### config.mk
export PLATFORM = sky130hd
export DESIGN_NAME = button_click_classifier_flat
export DESIGN_NICKNAME = d
export VERILOG_FILES = /design/src/rtl/core/bcc_pkg.sv /design/src/rtl/core/bcc_channels.sv /design/src/rtl/core/bcc_csr_regs.sv /design/src/rtl/core/bcc_press_fsm.sv /design/src/rtl/core/bcc_click_fsm.sv /design/src/rtl/core/button_click_classifier.sv /design/src/flat_wrapper.sv
export VERILOG_INCLUDE_DIRS = /design/src /design/src/rtl/core
export SDC_FILE = /design/constraint.sdc
export NUM_CORES = 1
export LEC_CHECK = 0
export ABC_AREA = 0
export BUFFER_PORTS_ARGS = -buffer_cell sky130_fd_sc_hd__buf_2
export CAP_MARGIN = 10
export CORE_MARGIN = 2
export CORE_UTILIZATION = 60
export DETAILED_ROUTE_END_ITERATION = 10
export PLACE_DENSITY = 0.81
export SYNTH_ARGS = -nofsm -noshare
export SYNTH_HDL_FRONTEND = slang
export SYNTH_SLANG_ARGS = --single-unit
### constraint.sdc
create_clock -name clock -period 7.65 [get_ports clock]
set_clock_uncertainty 0.1 [all_clocks]
set_input_delay 1.53 -clock clock [delete_from_list [all_inputs] [get_ports clock]]
set_output_delay 1.53 -clock clock [all_outputs]
set_load 0.01 [all_outputs]
### src/rtl/core/button_click_classifier_defines.svh
// Assertion macros for the RTL that checks itself.
`ifndef BUTTON_CLICK_CLASSIFIER_DEFINES_SVH
`define BUTTON_CLICK_CLASSIFIER_DEFINES_SVH

`ifndef SYNTH
// same-cycle implication
`define BCC_ASSERT_IMPLIES(label, clk, rst, cond, prop) \
   label: assert property (@(posedge clk) disable iff (rst) (cond) |-> (prop)) \
      else $error("assertion failed: implication");
// next-cycle implication
`define BCC_ASSERT_NEXT(label, clk, rst, cond, prop) \
   label: assert property (@(posedge clk) disable iff (rst) (cond) |=> (prop)) \
      else $error("assertion failed: next-cycle implication");
`else
`define BCC_ASSERT_IMPLIES(label, clk, rst, cond, prop)
`define BCC_ASSERT_NEXT(label, clk, rst, cond, prop)
`endif

`endif

### src/rtl/core/bcc_pkg.sv
package bcc_pkg;

   localparam int EVENT_W     = 3;
   localparam int DEBOUNCE_W  = 10;
   localparam int LONG_W      = 16;
   localparam int GAP_W       = 8;
   localparam int CSR_INDEX_W = 2;
   localparam int CSR_DATA_W  = 16;

   localparam logic [DEBOUNCE_W-1:0] DEBOUNCE_RESET = 10'd3;
   localparam logic [LONG_W-1:0]     LONG_RESET     = 16'd300;
   localparam logic [GAP_W-1:0]      GAP_RESET      = 8'd30;

   typedef enum logic [EVENT_W-1:0] {
      EV_NONE   = 3'd0,
      EV_SINGLE = 3'd1,
      EV_DOUBLE = 3'd2,
      EV_TRIPLE = 3'd3,
      EV_LONG   = 3'd4
   } key_event_type;

   typedef enum logic [CSR_INDEX_W-1:0] {
      CSR_DEBOUNCE = 2'd0,
      CSR_LONG     = 2'd1,
      CSR_GAP      = 2'd2
   } csr_index_type;

   typedef enum logic [1:0] {
      PRESS_IDLE     = 2'd0,
      PRESS_DEBOUNCE = 2'd1,
      PRESS_HELD     = 2'd2,
      PRESS_RELEASE  = 2'd3
   } press_phase_type;

   typedef enum logic [1:0] {
      CLICK_IDLE = 2'd0,
      CLICK_ONE  = 2'd1,
      CLICK_TWO  = 2'd2
   } click_phase_type;

   typedef struct packed {
      logic [DEBOUNCE_W-1:0] debounce_ticks;
      logic [LONG_W-1:0]     long_press_ticks;
      logic [GAP_W-1:0]      click_gap_ticks;
   } cfg_type;

   typedef struct packed {
      logic step;
      logic down;
   } tick_type;

endpackage

### src/rtl/core/bcc_channels.sv
interface bcc_key_if;
   logic valid;
   logic ready;
   logic key_pressed;

   modport source (output valid, output key_pressed, input ready);
   modport sink   (input valid, input key_pressed, output ready);
endinterface

interface bcc_event_if;
   import bcc_pkg::*;
   logic               valid;
   logic               ready;
   logic [EVENT_W-1:0] key_event;

   modport source (output valid, output key_event, input ready);
   modport sink   (input valid, input key_event, output ready);
endinterface

interface bcc_csr_if;
   import bcc_pkg::*;
   logic                   valid;
   logic                   ready;
   logic [CSR_INDEX_W-1:0] index;
   logic [CSR_DATA_W-1:0]  data;

   modport source (output valid, output index, output data, input ready);
   modport sink   (input valid, input index, input data, output ready);
endinterface

### src/rtl/core/bcc_csr_regs.sv
module bcc_csr_regs (
   input  logic         clock,
   input  logic         reset,
   bcc_csr_if.sink      csr_chan,
   output bcc_pkg::cfg_type cfg
);
   import bcc_pkg::*;

   cfg_type cfg_ff;
   cfg_type cfg_in;

   assign csr_chan.ready = 1'b1;

   always_comb begin
      cfg_in = cfg_ff;
      if (csr_chan.valid) begin
         unique case (csr_chan.index)
            CSR_DEBOUNCE: cfg_in.debounce_ticks   = csr_chan.data[DEBOUNCE_W-1:0];
            CSR_LONG:     cfg_in.long_press_ticks = csr_chan.data[LONG_W-1:0];
            CSR_GAP:      cfg_in.click_gap_ticks  = csr_chan.data[GAP_W-1:0];
            // drop writes to unmapped indexes
            default:      cfg_in = cfg_ff;
         endcase
      end
   end

   always_ff @(posedge clock) begin
      if (reset) begin
         cfg_ff.debounce_ticks   <= DEBOUNCE_RESET;
         cfg_ff.long_press_ticks <= LONG_RESET;
         cfg_ff.click_gap_ticks  <= GAP_RESET;
      end else begin
         cfg_ff <= cfg_in;
      end
   end

   assign cfg = cfg_ff;

endmodule

### src/rtl/core/bcc_press_fsm.sv
module bcc_press_fsm (
   input  logic                         clock,
   input  logic                         reset,
   input  bcc_pkg::tick_type            tick,
   input  logic [bcc_pkg::DEBOUNCE_W-1:0] debounce_ticks,
   input  logic [bcc_pkg::LONG_W-1:0]     long_press_ticks,
   output bcc_pkg::key_event_type       press_event
);
   import bcc_pkg::*;

   press_phase_type       phase_ff;
   press_phase_type       phase_in;
   logic [LONG_W-1:0]     count_ff;
   logic [LONG_W-1:0]     count_in;
   logic [LONG_W-1:0]     count_inc;
   logic [LONG_W-1:0]     debounce_wide;

   // saturate at all ones
   assign count_inc     = (count_ff != {LONG_W{1'b1}}) ? count_ff + 1'b1 : count_ff;
   assign debounce_wide = {{(LONG_W-DEBOUNCE_W){1'b0}}, debounce_ticks};

   always_comb begin
      phase_in    = phase_ff;
      count_in    = count_ff;
      press_event = EV_NONE;
      unique case (phase_ff)
         PRESS_IDLE: begin
            if (tick.down) begin
               count_in = '0;
               phase_in = PRESS_DEBOUNCE;
            end
         end
         PRESS_DEBOUNCE: begin
            if (tick.down) begin
               count_in = count_inc;
               if (count_inc >= debounce_wide) phase_in = PRESS_HELD;
            end else begin
               phase_in = PRESS_IDLE;
            end
         end
         PRESS_HELD: begin
            if (!tick.down) begin
               press_event = EV_SINGLE;
               phase_in    = PRESS_IDLE;
            end else begin
               count_in = count_inc;
               if (count_inc >= long_press_ticks) begin
                  press_event = EV_LONG;
                  phase_in    = PRESS_RELEASE;
               end
            end
         end
         PRESS_RELEASE: begin
            if (!tick.down) phase_in = PRESS_IDLE;
         end
         default: phase_in = PRESS_IDLE;
      endcase
   end

   always_ff @(posedge clock) begin
      if (reset) begin
         phase_ff <= PRESS_IDLE;
         count_ff <= '0;
      end else if (tick.step) begin
         phase_ff <= phase_in;
         count_ff <= count_in;
      end
   end

endmodule

### src/rtl/core/bcc_click_fsm.sv
module bcc_click_fsm (
   input  logic                         clock,
   input  logic                         reset,
   input  logic                         step,
   input  bcc_pkg::key_event_type       press_event,
   input  logic [bcc_pkg::GAP_W-1:0]    click_gap_ticks,
   output bcc_pkg::key_event_type       click_event
);
   import bcc_pkg::*;

   click_phase_type    phase_ff;
   click_phase_type    phase_in;
   logic [GAP_W-1:0]   gap_ff;
   logic [GAP_W-1:0]   gap_in;
   logic [GAP_W-1:0]   gap_inc;

   assign gap_inc = (gap_ff != {GAP_W{1'b1}}) ? gap_ff + 1'b1 : gap_ff;

   always_comb begin
      phase_in    = phase_ff;
      gap_in      = gap_ff;
      click_event = EV_NONE;
      unique case (phase_ff)
         CLICK_IDLE: begin
            if (press_event == EV_SINGLE) begin
               gap_in   = '0;
               phase_in = CLICK_ONE;
            end else begin
               click_event = press_event;
            end
         end
         CLICK_ONE, CLICK_TWO: begin
            if (press_event == EV_SINGLE) begin
               gap_in = '0;
               if (phase_ff == CLICK_ONE) begin
                  phase_in = CLICK_TWO;
               end else begin
                  click_event = EV_TRIPLE;
                  phase_in    = CLICK_IDLE;
               end
            end else begin
               // a long press here is dropped and counts as a gap tick
               gap_in = gap_inc;
               if (gap_inc >= click_gap_ticks) begin
                  click_event = (phase_ff == CLICK_ONE) ? EV_SINGLE : EV_DOUBLE;
                  phase_in    = CLICK_IDLE;
               end
            end
         end
         default: phase_in = CLICK_IDLE;
      endcase
   end

   always_ff @(posedge clock) begin
      if (reset) begin
         phase_ff <= CLICK_IDLE;
         gap_ff   <= '0;
      end else if (step) begin
         phase_ff <= phase_in;
         gap_ff   <= gap_in;
      end
   end

endmodule

### src/rtl/core/button_click_classifier.sv
// Button click classifier: takes one sampled key level per transaction and
// returns one event code per transaction (0 none, 1 single, 2 double,
// 3 triple, 4 long press). It sustains one transaction per clock cycle; a
// result passes through the input register and then the result register,
// with both state machines updating as the item leaves the input register.
// Backpressure on the result side stalls the input side only when both
// registers are full. Configuration writes are always accepted and should
// be issued while no transaction is in flight; writes to unmapped indexes
// are ignored.
`include "button_click_classifier_defines.svh"

module button_click_classifier (
   input logic        clock,
   input logic        reset,
   bcc_key_if.sink    req_chan,
   bcc_event_if.source rsp_chan,
   bcc_csr_if.sink    csr_chan
);
   import bcc_pkg::*;

   logic               in_valid_ff;
   logic               in_valid_in;
   logic               in_key_ff;
   logic               rsp_valid_ff;
   logic               rsp_valid_in;
   logic [EVENT_W-1:0] rsp_event_ff;
   logic               advance;
   logic               step;
   tick_type           tick;
   cfg_type            cfg;
   key_event_type      press_event;
   key_event_type      click_event;

   assign advance        = !rsp_valid_ff || rsp_chan.ready;
   assign step           = in_valid_ff && advance;
   assign req_chan.ready = !in_valid_ff || advance;

   always_comb begin
      in_valid_in = in_valid_ff;
      if (req_chan.valid && req_chan.ready) in_valid_in = 1'b1;
      else if (advance) in_valid_in = 1'b0;
      rsp_valid_in = advance ? in_valid_ff : rsp_valid_ff;
   end

   always_ff @(posedge clock) begin
      if (reset) begin
         in_valid_ff  <= 1'b0;
         rsp_valid_ff <= 1'b0;
      end else begin
         in_valid_ff  <= in_valid_in;
         rsp_valid_ff <= rsp_valid_in;
      end
   end

   always_ff @(posedge clock) begin
      if (req_chan.valid && req_chan.ready) in_key_ff <= req_chan.key_pressed;
      if (step) rsp_event_ff <= click_event;
   end

   assign tick.step = step;
   assign tick.down = in_key_ff;

   bcc_csr_regs u_csr (
      .clock    (clock),
      .reset    (reset),
      .csr_chan (csr_chan),
      .cfg      (cfg)
   );

   bcc_press_fsm u_press (
      .clock            (clock),
      .reset            (reset),
      .tick             (tick),
      .debounce_ticks   (cfg.debounce_ticks),
      .long_press_ticks (cfg.long_press_ticks),
      .press_event      (press_event)
   );

   bcc_click_fsm u_click (
      .clock           (clock),
      .reset           (reset),
      .step            (step),
      .press_event     (press_event),
      .click_gap_ticks (cfg.click_gap_ticks),
      .click_event     (click_event)
   );

   assign rsp_chan.valid     = rsp_valid_ff;
   assign rsp_chan.key_event = rsp_event_ff;

   `BCC_ASSERT_NEXT(a_step_fills_rsp, clock, reset, step, rsp_valid_ff)
   `BCC_ASSERT_IMPLIES(a_rsp_has_source, clock, reset, rsp_valid_ff && !$past(rsp_valid_ff), $past(in_valid_ff))
   `BCC_ASSERT_IMPLIES(a_triple_from_click, clock, reset, step && click_event == EV_TRIPLE, press_event == EV_SINGLE)

endmodule
### src/flat_wrapper.sv
// flat-port wrapper written by rule: the top's interface ports become plain ports
module button_click_classifier_flat import bcc_pkg::*;
  (clock, reset, req_chan_valid, req_chan_key_pressed, req_chan_ready, rsp_chan_valid, rsp_chan_key_event, rsp_chan_ready, csr_chan_valid, csr_chan_index, csr_chan_data, csr_chan_ready);
  bcc_key_if req_chan_i ();
  bcc_event_if rsp_chan_i ();
  bcc_csr_if csr_chan_i ();
  input logic clock;
  input logic reset;
  input wire logic [$bits(req_chan_i.valid)-1:0] req_chan_valid;
  input wire logic [$bits(req_chan_i.key_pressed)-1:0] req_chan_key_pressed;
  output wire logic [$bits(req_chan_i.ready)-1:0] req_chan_ready;
  output wire logic [$bits(rsp_chan_i.valid)-1:0] rsp_chan_valid;
  output wire logic [$bits(rsp_chan_i.key_event)-1:0] rsp_chan_key_event;
  input wire logic [$bits(rsp_chan_i.ready)-1:0] rsp_chan_ready;
  input wire logic [$bits(csr_chan_i.valid)-1:0] csr_chan_valid;
  input wire logic [$bits(csr_chan_i.index)-1:0] csr_chan_index;
  input wire logic [$bits(csr_chan_i.data)-1:0] csr_chan_data;
  output wire logic [$bits(csr_chan_i.ready)-1:0] csr_chan_ready;
  assign req_chan_i.valid = req_chan_valid;
  assign req_chan_i.key_pressed = req_chan_key_pressed;
  assign req_chan_ready = req_chan_i.ready;
  assign rsp_chan_valid = rsp_chan_i.valid;
  assign rsp_chan_key_event = rsp_chan_i.key_event;
  assign rsp_chan_i.ready = rsp_chan_ready;
  assign csr_chan_i.valid = csr_chan_valid;
  assign csr_chan_i.index = csr_chan_index;
  assign csr_chan_i.data = csr_chan_data;
  assign csr_chan_ready = csr_chan_i.ready;
  button_click_classifier u_core (.clock(clock), .reset(reset), .req_chan(req_chan_i), .rsp_chan(rsp_chan_i), .csr_chan(csr_chan_i));
endmodule
==> results of run 1 <==
## cell usage in the layout, fill, tap and decap left out, drive strengths merged, types with 6 or more instances in the layout
cell and n:
xnor2 13, nand3b 6, nand4 9, a21oi 50
ha 44, a22oi 12, nand3 13, dfxtp 64
mux2i 6, nor3 13, nand2 60, clkbuf 11
a21o 9, nor2 63, inv 45, buf 29
o21ai 24, nand2b 6
## flip-flops by register name, indices dropped and copies added, names as in the netlist
signal                     count
u_core.in_valid_ff             1
u_core.u_press.phase_ff        2
u_core.rsp_chan.valid          1
u_core.in_key_ff               1
u_core.u_press.count_ff       16
u_core.rsp_chan.key_event      3
u_core.u_click.phase_ff        2
u_core.u_csr.cfg              34
u_core.u_click.gap_ff          8
## metrics by stage
step | hold WS, ps | total power, mW | util
final | 359.6 | 0.7709 | 0.6808
after global routing | 382.1 | 0.7978 | 0.6808
after CTS | 360.3 | 0.7750 | 0.6808
after detailed placement | 348.6 | 0.4319 | 0.6462
after global placement | 343.8 | 0.4299 | 0.6462
after floorplan | 336.3 | 0.4127 | -
## worst register-to-register path, delay by kind of cell, from the launching register on
family                   cells  cell delay [ps]
AO/OA/AOI/OAI                5             1210
XOR/XNOR                     1              170
AND/OR/NAND/NOR              7             1880
flip-flops                   1              480
adder cells (fa/ha/maj)      2              580
## cell families after synthesis
| family | Yosys count | synth area share |
|---|---|---|
| buf+inv | 67 | 0.06127 |
| flops | 68 | 0.3331 |
| xor+xnor | 16 | 0.03331 |
| other cells | 1 | 0.0008915 |
| compound gates | 123 | 0.1829 |
| simple gates | 197 | 0.2290 |
| fa+ha+maj | 44 | 0.1309 |
| mux | 11 | 0.02855 |
## worst min path at each step
stage / start / to / slack (ps) / cells past startpoint
after global routing: u_core.u_csr.cfg[15] / u_core.u_csr.cfg[15] / 380 / 2
after CTS: u_core.u_csr.cfg[19] / u_core.u_csr.cfg[19] / 360 / 2
after global placement: u_core.u_csr.cfg[22] / u_core.u_csr.cfg[22] / 340 / 2
after floorplan: u_core.u_csr.cfg[12] / u_core.u_csr.cfg[12] / 340 / 2
after detailed placement: u_core.u_csr.cfg[19] / u_core.u_csr.cfg[19] / 350 / 2
final: u_core.u_csr.cfg[19] / u_core.u_csr.cfg[19] / 360 / 2
## area by class of cell
class | count | area [um2] | area share
clock buffers | 11 | 152.6 | 0.03300
clock inverters | 5 | 82.58 | 0.01785
inverters | 45 | 168.9 | 0.03652
multi-input cells | 392 | 2552 | 0.5518
flip-flops and latches | 68 | 1401 | 0.3029
well taps | 96 | 120.1 | 0.02597
repair buffers | 29 | 147.6 | 0.03192
## power by group
| group | switching, mW | internal (mW) |
|---|---|---|
| clock network | 0.142 | 0.204 |
| logic | 0.0354 | 0.0201 |
| registers | 0.00442 | 0.365 |
## layer usage
metal | vias to the layer above | wire length [um] | track usage
li1 | 1865 | - | -
met1 | 1740 | 4372 | 0.3399
met2 | 110 | 4606 | 0.4518
met3 | 16 | 437 | 0.06126
met4 | 0 | 235 | 0.09510
met5 | - | 0 | 0
==> results.toml, run 1 <==
[floorplanning]
die-area_um2 = 7697
die_h_um = 87.73
die_w_um = 87.73
start_util = 0.6192
io_pins = 30
fp.coreArea_um2 = 6794
placementRows = 30

[yosys]
yosys_warnings = 0
async_flop_share = 0
ys.flop_type = "dfxtp_1"
synth-seq-cells = 68
yosysMostFrequentCell = "dfxtp_1"
yosys.area.top_type = "dfxtp_1"
ys_types = 63
yosysSeqAreaShare = 0.3331
yosys-top-cells-count = "64 x dfxtp_1, 63 x nor2_1, 59 x nand2_1, 50 x a21oi_1, 45 x inv_1"
syn_avg_cell_area_um2 = 7.982
synthesis.nets = 595
syn_area_um2 = 4207
syn_inst = 527
yosys-top-cells-area = "dfxtp_1 30%, ha_1 13%, a21oi_1 5.9%, nor2_1 5.6%, nand2_1 5.3%"
synth.top_cell.area_share = 0.3046
synth_edf_count = 4

[worst_hold_path]
hold_path_class = "register to register"

[clocking]
cts_setup_buffers = 0
cts-htree-levels = 3
cts_buffers = 9
worstSkewPairLatency_ps = 350
tritoncts = "done"
cts.clk_slew.worst_paths_ps = 80
cts_buffer_depth = 2
cts.sinks = 68
cts-root-buf = "clkbuf_8"
cts_resized = 0
cts_hold_buf = 0

[route]
drtIter0Drc = 299
ant_nets = 0
drc = 0
first_pass_iters = 5
wl_per_cell_um = 14.94
viasPerCell = 5.776
vias = 3731
postRouteWirelength_um = 9652

[critical_path]
slowest_stage = "dfxtp_1"
crit_start = "u_core.u_press.count_ff[0]"
critical_path_arrival_ps = 4670
crit_family = "simple AND/OR/NAND/NOR gates"
critPathKind = "register to register"
crit_fanout = 10
cp.depth = 15
critPathRequiredTime_ps = 7790
path_cells = "ha_1 -> nand3_1 -> nor4_2 -> nand2_1 -> nand4_1 -> nor2_1 -> xor2_1 -> ha_1 -> nand2_1 -> or3b_2 -> a21oi_1 -> a41oi_1 -> a311oi_1 -> o21ai_1 -> a32o_1"
crit-reg2reg-launch = "u_core.u_press.count_ff[0]"
cp-endpoint = "u_core.u_press.phase_ff[1]"
critPathMaxStageDelay_ps = 480
r2r_slack_ps = 3130
reg2reg_to = "u_core.u_press.phase_ff[1]"
critPathBufInv = 0
cp-start-kind = "register"
r2r_cells = 15
endpoint_kind = "register"

[power_and_ir_drop]
power_density_nw_per_um2 = 166.6
ir_drop_v = 0.0001152
power.leakage_nw = 1.956

[timing]
final-setup-viol-count = 0
rsz0062_at_grt = "false"
final.min_clock_period_ps = 4523
slew_headroom = 0.2559
fmax_ghz = 0.2211
worstMarginPinSlew_ps = 1111
fin_ws_ps = 3127
fin_crit_sh = 0.5913
slew_violations = 0
tns_ps = 0
finalHoldViolCount = 0

[place]
gp_congestion = 0.9177
place_ws_ps = 3281
place_area_um2 = 4390
io_buffers = 28
dp_cells = 630
post-dp-hpwl_um = 7009

[status]
outcome = "complete, no violations"

[global_route]
grt_max_degree = 54
grt_antenna_before_repair = 0
grt_pass1_vias = 3485
grt_overflow = 0
track_usage = 0.2692
grt_pass1_wl_um = 16240

[final_layout]
num_antenna_cells = 0
nNetsFinal = 613
final_cells = 646
drive_gt1_frac = 0.1073
synthToLayoutAreaGrowth_pct = 9.964
fill_cells = 576
fin_area_um2 = 4626

[job]
drv_cap = 0
No activity file was read; power rests on OpenSTA's default activity.
==> run 2: changes to the inputs <==
--- a/config.mk
+++ b/config.mk
@@ -6,7 +6,7 @@
 export SDC_FILE = /design/constraint.sdc
 export NUM_CORES = 1
 export LEC_CHECK = 0
-export ABC_AREA = 0
+export ABC_AREA = 1
 export BUFFER_PORTS_ARGS = -buffer_cell sky130_fd_sc_hd__buf_2
 export CAP_MARGIN = 10
 export CORE_MARGIN = 2
==> constraint.sdc (replaced) <==
create_clock -name clock -period 4.3 [get_ports clock]
set_clock_uncertainty 0.1 [all_clocks]
set_input_delay 0.86 -clock clock [delete_from_list [all_inputs] [get_ports clock]]
set_output_delay 0.86 -clock clock [all_outputs]
set_load 0.01 [all_outputs]
==> run 2 against run 1 <==
Area after synthesis down 1.4%. Sequential cell count unchanged. Sequential share of layout area up 0.64 points. Design area down 2.1%. Critical path type unchanged. Sequential power up 80%. Clock power up 68%. Total power up 79%. Highest routed layer unchanged.
==> results.toml, run 2 <==
[status]
outcome = "complete, no violations"

[power_and_ir_drop]
intPower_mw = 1.028
p_seq_frac = 0.484
p_clk_frac = 0.421
power_density_nw_per_um2 = 303.9
p_comb_frac = 0.095
switching_power_mw = 0.3487
p_sw_frac = 0.2533
power.leakage_nw = 2.095
fin_total_pwr_mw = 1.377
ir_drop_v = 0.0001993

[timing]
fmax_ghz = 0.3243
slew_violations = 0
slew_headroom = 0.3521
final-setup-viol-count = 0
final.min_clock_period_ps = 3084
worstMarginPinSlew_ps = 970.8
rsz0062_at_grt = "false"
finalHoldViolCount = 0
fin_crit_sh = 0.7172
holdWs_ps = 366.5
tns_ps = 0

[yosys]
syn_area_um2 = 4148
ys_types = 43
syn_inst = 573
synth-seq-cells = 68
yosysSeqAreaShare = 0.3379
async_flop_share = 0
yosys.area.top_type = "dfxtp_1"
yosys-top-cells-count = "143 x nand2_1, 74 x inv_1, 68 x a21oi_1, 64 x dfxtp_1"
synth_edf_count = 4
synthesis.nets = 641
syn_avg_cell_area_um2 = 7.239
yosys_warnings = 0
yosys-top-cells-area = "dfxtp_1 31%, ha_1 13%, nand2_1 13%, a21oi_1 8.2%, inv_1 6.7%"
synth.top_cell.area_share = 0.3089
ys.flop_type = "dfxtp_1"
yosysMostFrequentCell = "nand2_1"

[route]
vias = 3660
wl_per_cell_um = 13.28
ant_nets = 0
drc = 0
first_pass_iters = 4
viasPerCell = 5.359
drtIter0Drc = 197
postRouteWirelength_um = 9069

[global_route]
grt_overflow = 0
grt_antenna_before_repair = 0
grt_pass1_wl_um = 15680
track_usage = 0.2604
grt_pass1_vias = 3523
grt_max_degree = 39

[clocking]
cts_buffer_depth = 2
cts-htree-levels = 3
cts_setup_buffers = 0
cts_resized = 0
cts.sinks = 68
cts-root-buf = "clkbuf_8"
worstSkewPairLatency_ps = 340
cts_buffers = 9
tritoncts = "done"
cts.clk_slew.worst_paths_ps = 80
cts_hold_buf = 0

[critical_path]
critPathKind = "register to register"
crit_fanout = 8
cp-start-kind = "register"
reg2reg_to = "u_core.rsp_chan.key_event[0]"
endpoint_kind = "register"
crit-reg2reg-launch = "u_core.u_click.gap_ff[0]"
critical_path_arrival_ps = 3210
critPathRequiredTime_ps = 4420
r2r_slack_ps = 1220
r2r_cells = 16

[final_layout]
synthToLayoutAreaGrowth_pct = 9.231
num_antenna_cells = 0
drive_gt1_frac = 0.1111
mostFrequentLayoutCell = "nand2_1"
fill_cells = 583
final_cells = 683
multi_input_area_um2 = 2382
final_cell_mix = "143 x nand2_1, 74 x inv_1, 68 x a21oi_1"
largest_reg_flops = 34
ff_latch_area_um2 = 1401
nNetsFinal = 666

[place]
dp_cells = 667
gp_congestion = 0.9053
io_buffers = 28
post-dp-hpwl_um = 6864

[worst_hold_path]
hold_path_class = "register to register"
holdPathEnd = "u_core.u_csr.cfg[14]"
holdPathStages = 2
hold_start = "u_core.u_csr.cfg[14]"

[floorplanning]
die_h_um = 87.15
die-area_um2 = 7594
placementRows = 30
fp.coreArea_um2 = 6756
start_util = 0.6139
die_w_um = 87.15
io_pins = 30

[job]
drv_cap = 0
[run 2: worst max-delay path by stage]
stage | to | startpoint | cells after the start
floorplan | u_core.rsp_chan.key_event[0] | u_core.u_click.gap_ff[0] | 16
global placement | u_core.rsp_chan.key_event[0] | u_core.u_click.gap_ff[0] | 16
detailed placement | u_core.rsp_chan.key_event[0] | u_core.u_click.gap_ff[0] | 16
CTS | u_core.rsp_chan.key_event[0] | u_core.u_click.gap_ff[0] | 16
global route | u_core.u_click.phase_ff[0] | u_core.u_click.gap_ff[0] | 16
finish | u_core.rsp_chan.key_event[0] | u_core.u_click.gap_ff[0] | 16
[run 2: power groups by stage]
stage	Sequential, mW	Clock [mW]	Combinational, mW
finish	0.666	0.580	0.131
CTS	0.666	0.587	0.130
global route	0.668	0.612	0.149
floorplan	0.679	0	0.0941
detailed placement	0.681	0	0.128
global placement	0.680	0	0.123
[run 2: layout make-up]
class	instances	area share
multi-input cells	414	0.5258
flip-flops and latches	68	0.3093
inverters	77	0.06379
repair buffers	28	0.03093
clock buffers	10	0.02817
well taps	80	0.02209
clock inverters	6	0.01988
[run 2: worst max-delay path: stages, from the launching register on]
cell and delay, ps:
dfxtp_1 400, ha_1 210, nand2_1 80, nor3_1 310
nand3_1 310, mux2_2 370, ha_1 290, inv_1 40
nor2_1 70, o21ai_0 80, nand2_1 60, nand2_1 40
and2_1 140, nand3_1 60, nand2_1 70, or2_2 280
inv_1 50
[run 2: stage by stage]
stage	util	area, um2	setup slack (ps)
2_1_floorplan	-	4148	1532
3_3_place_gp	0.6383	4313	1386
3_5_place_dp	0.6383	4313	1271
4_1_cts	0.6706	4531	1257
5_1_grt	0.6706	4531	1004
6_report	0.6706	4531	1216
[run 2: logic make-up (layout without fill, tap and decap cells)]
| group | after synthesis | in the layout | synth area share |
|---|---|---|---|
| compound gates | 117 | 117 | 0.1511 |
| xor+xnor | 14 | 14 | 0.03137 |
| fa+ha+maj | 44 | 44 | 0.1327 |
| buf+inv | 91 | 121 | 0.08779 |
| flops | 68 | 68 | 0.3379 |
| mux | 1 | 1 | 0.002715 |
| other cells | 1 | 1 | 0.0009041 |
| simple gates | 237 | 237 | 0.2555 |
[run 2: metal layers]
layer | share of wire | up-vias | GRT usage | routed length, um
met5 | 0 | - | 0 | 0
met2 | 0.49 | 74 | 0.4518 | 4399
li1 | - | 1915 | - | -
met4 | 0.024 | 0 | 0.1105 | 217
met3 | 0.040 | 20 | 0.05024 | 360
met1 | 0.45 | 1651 | 0.3136 | 4091
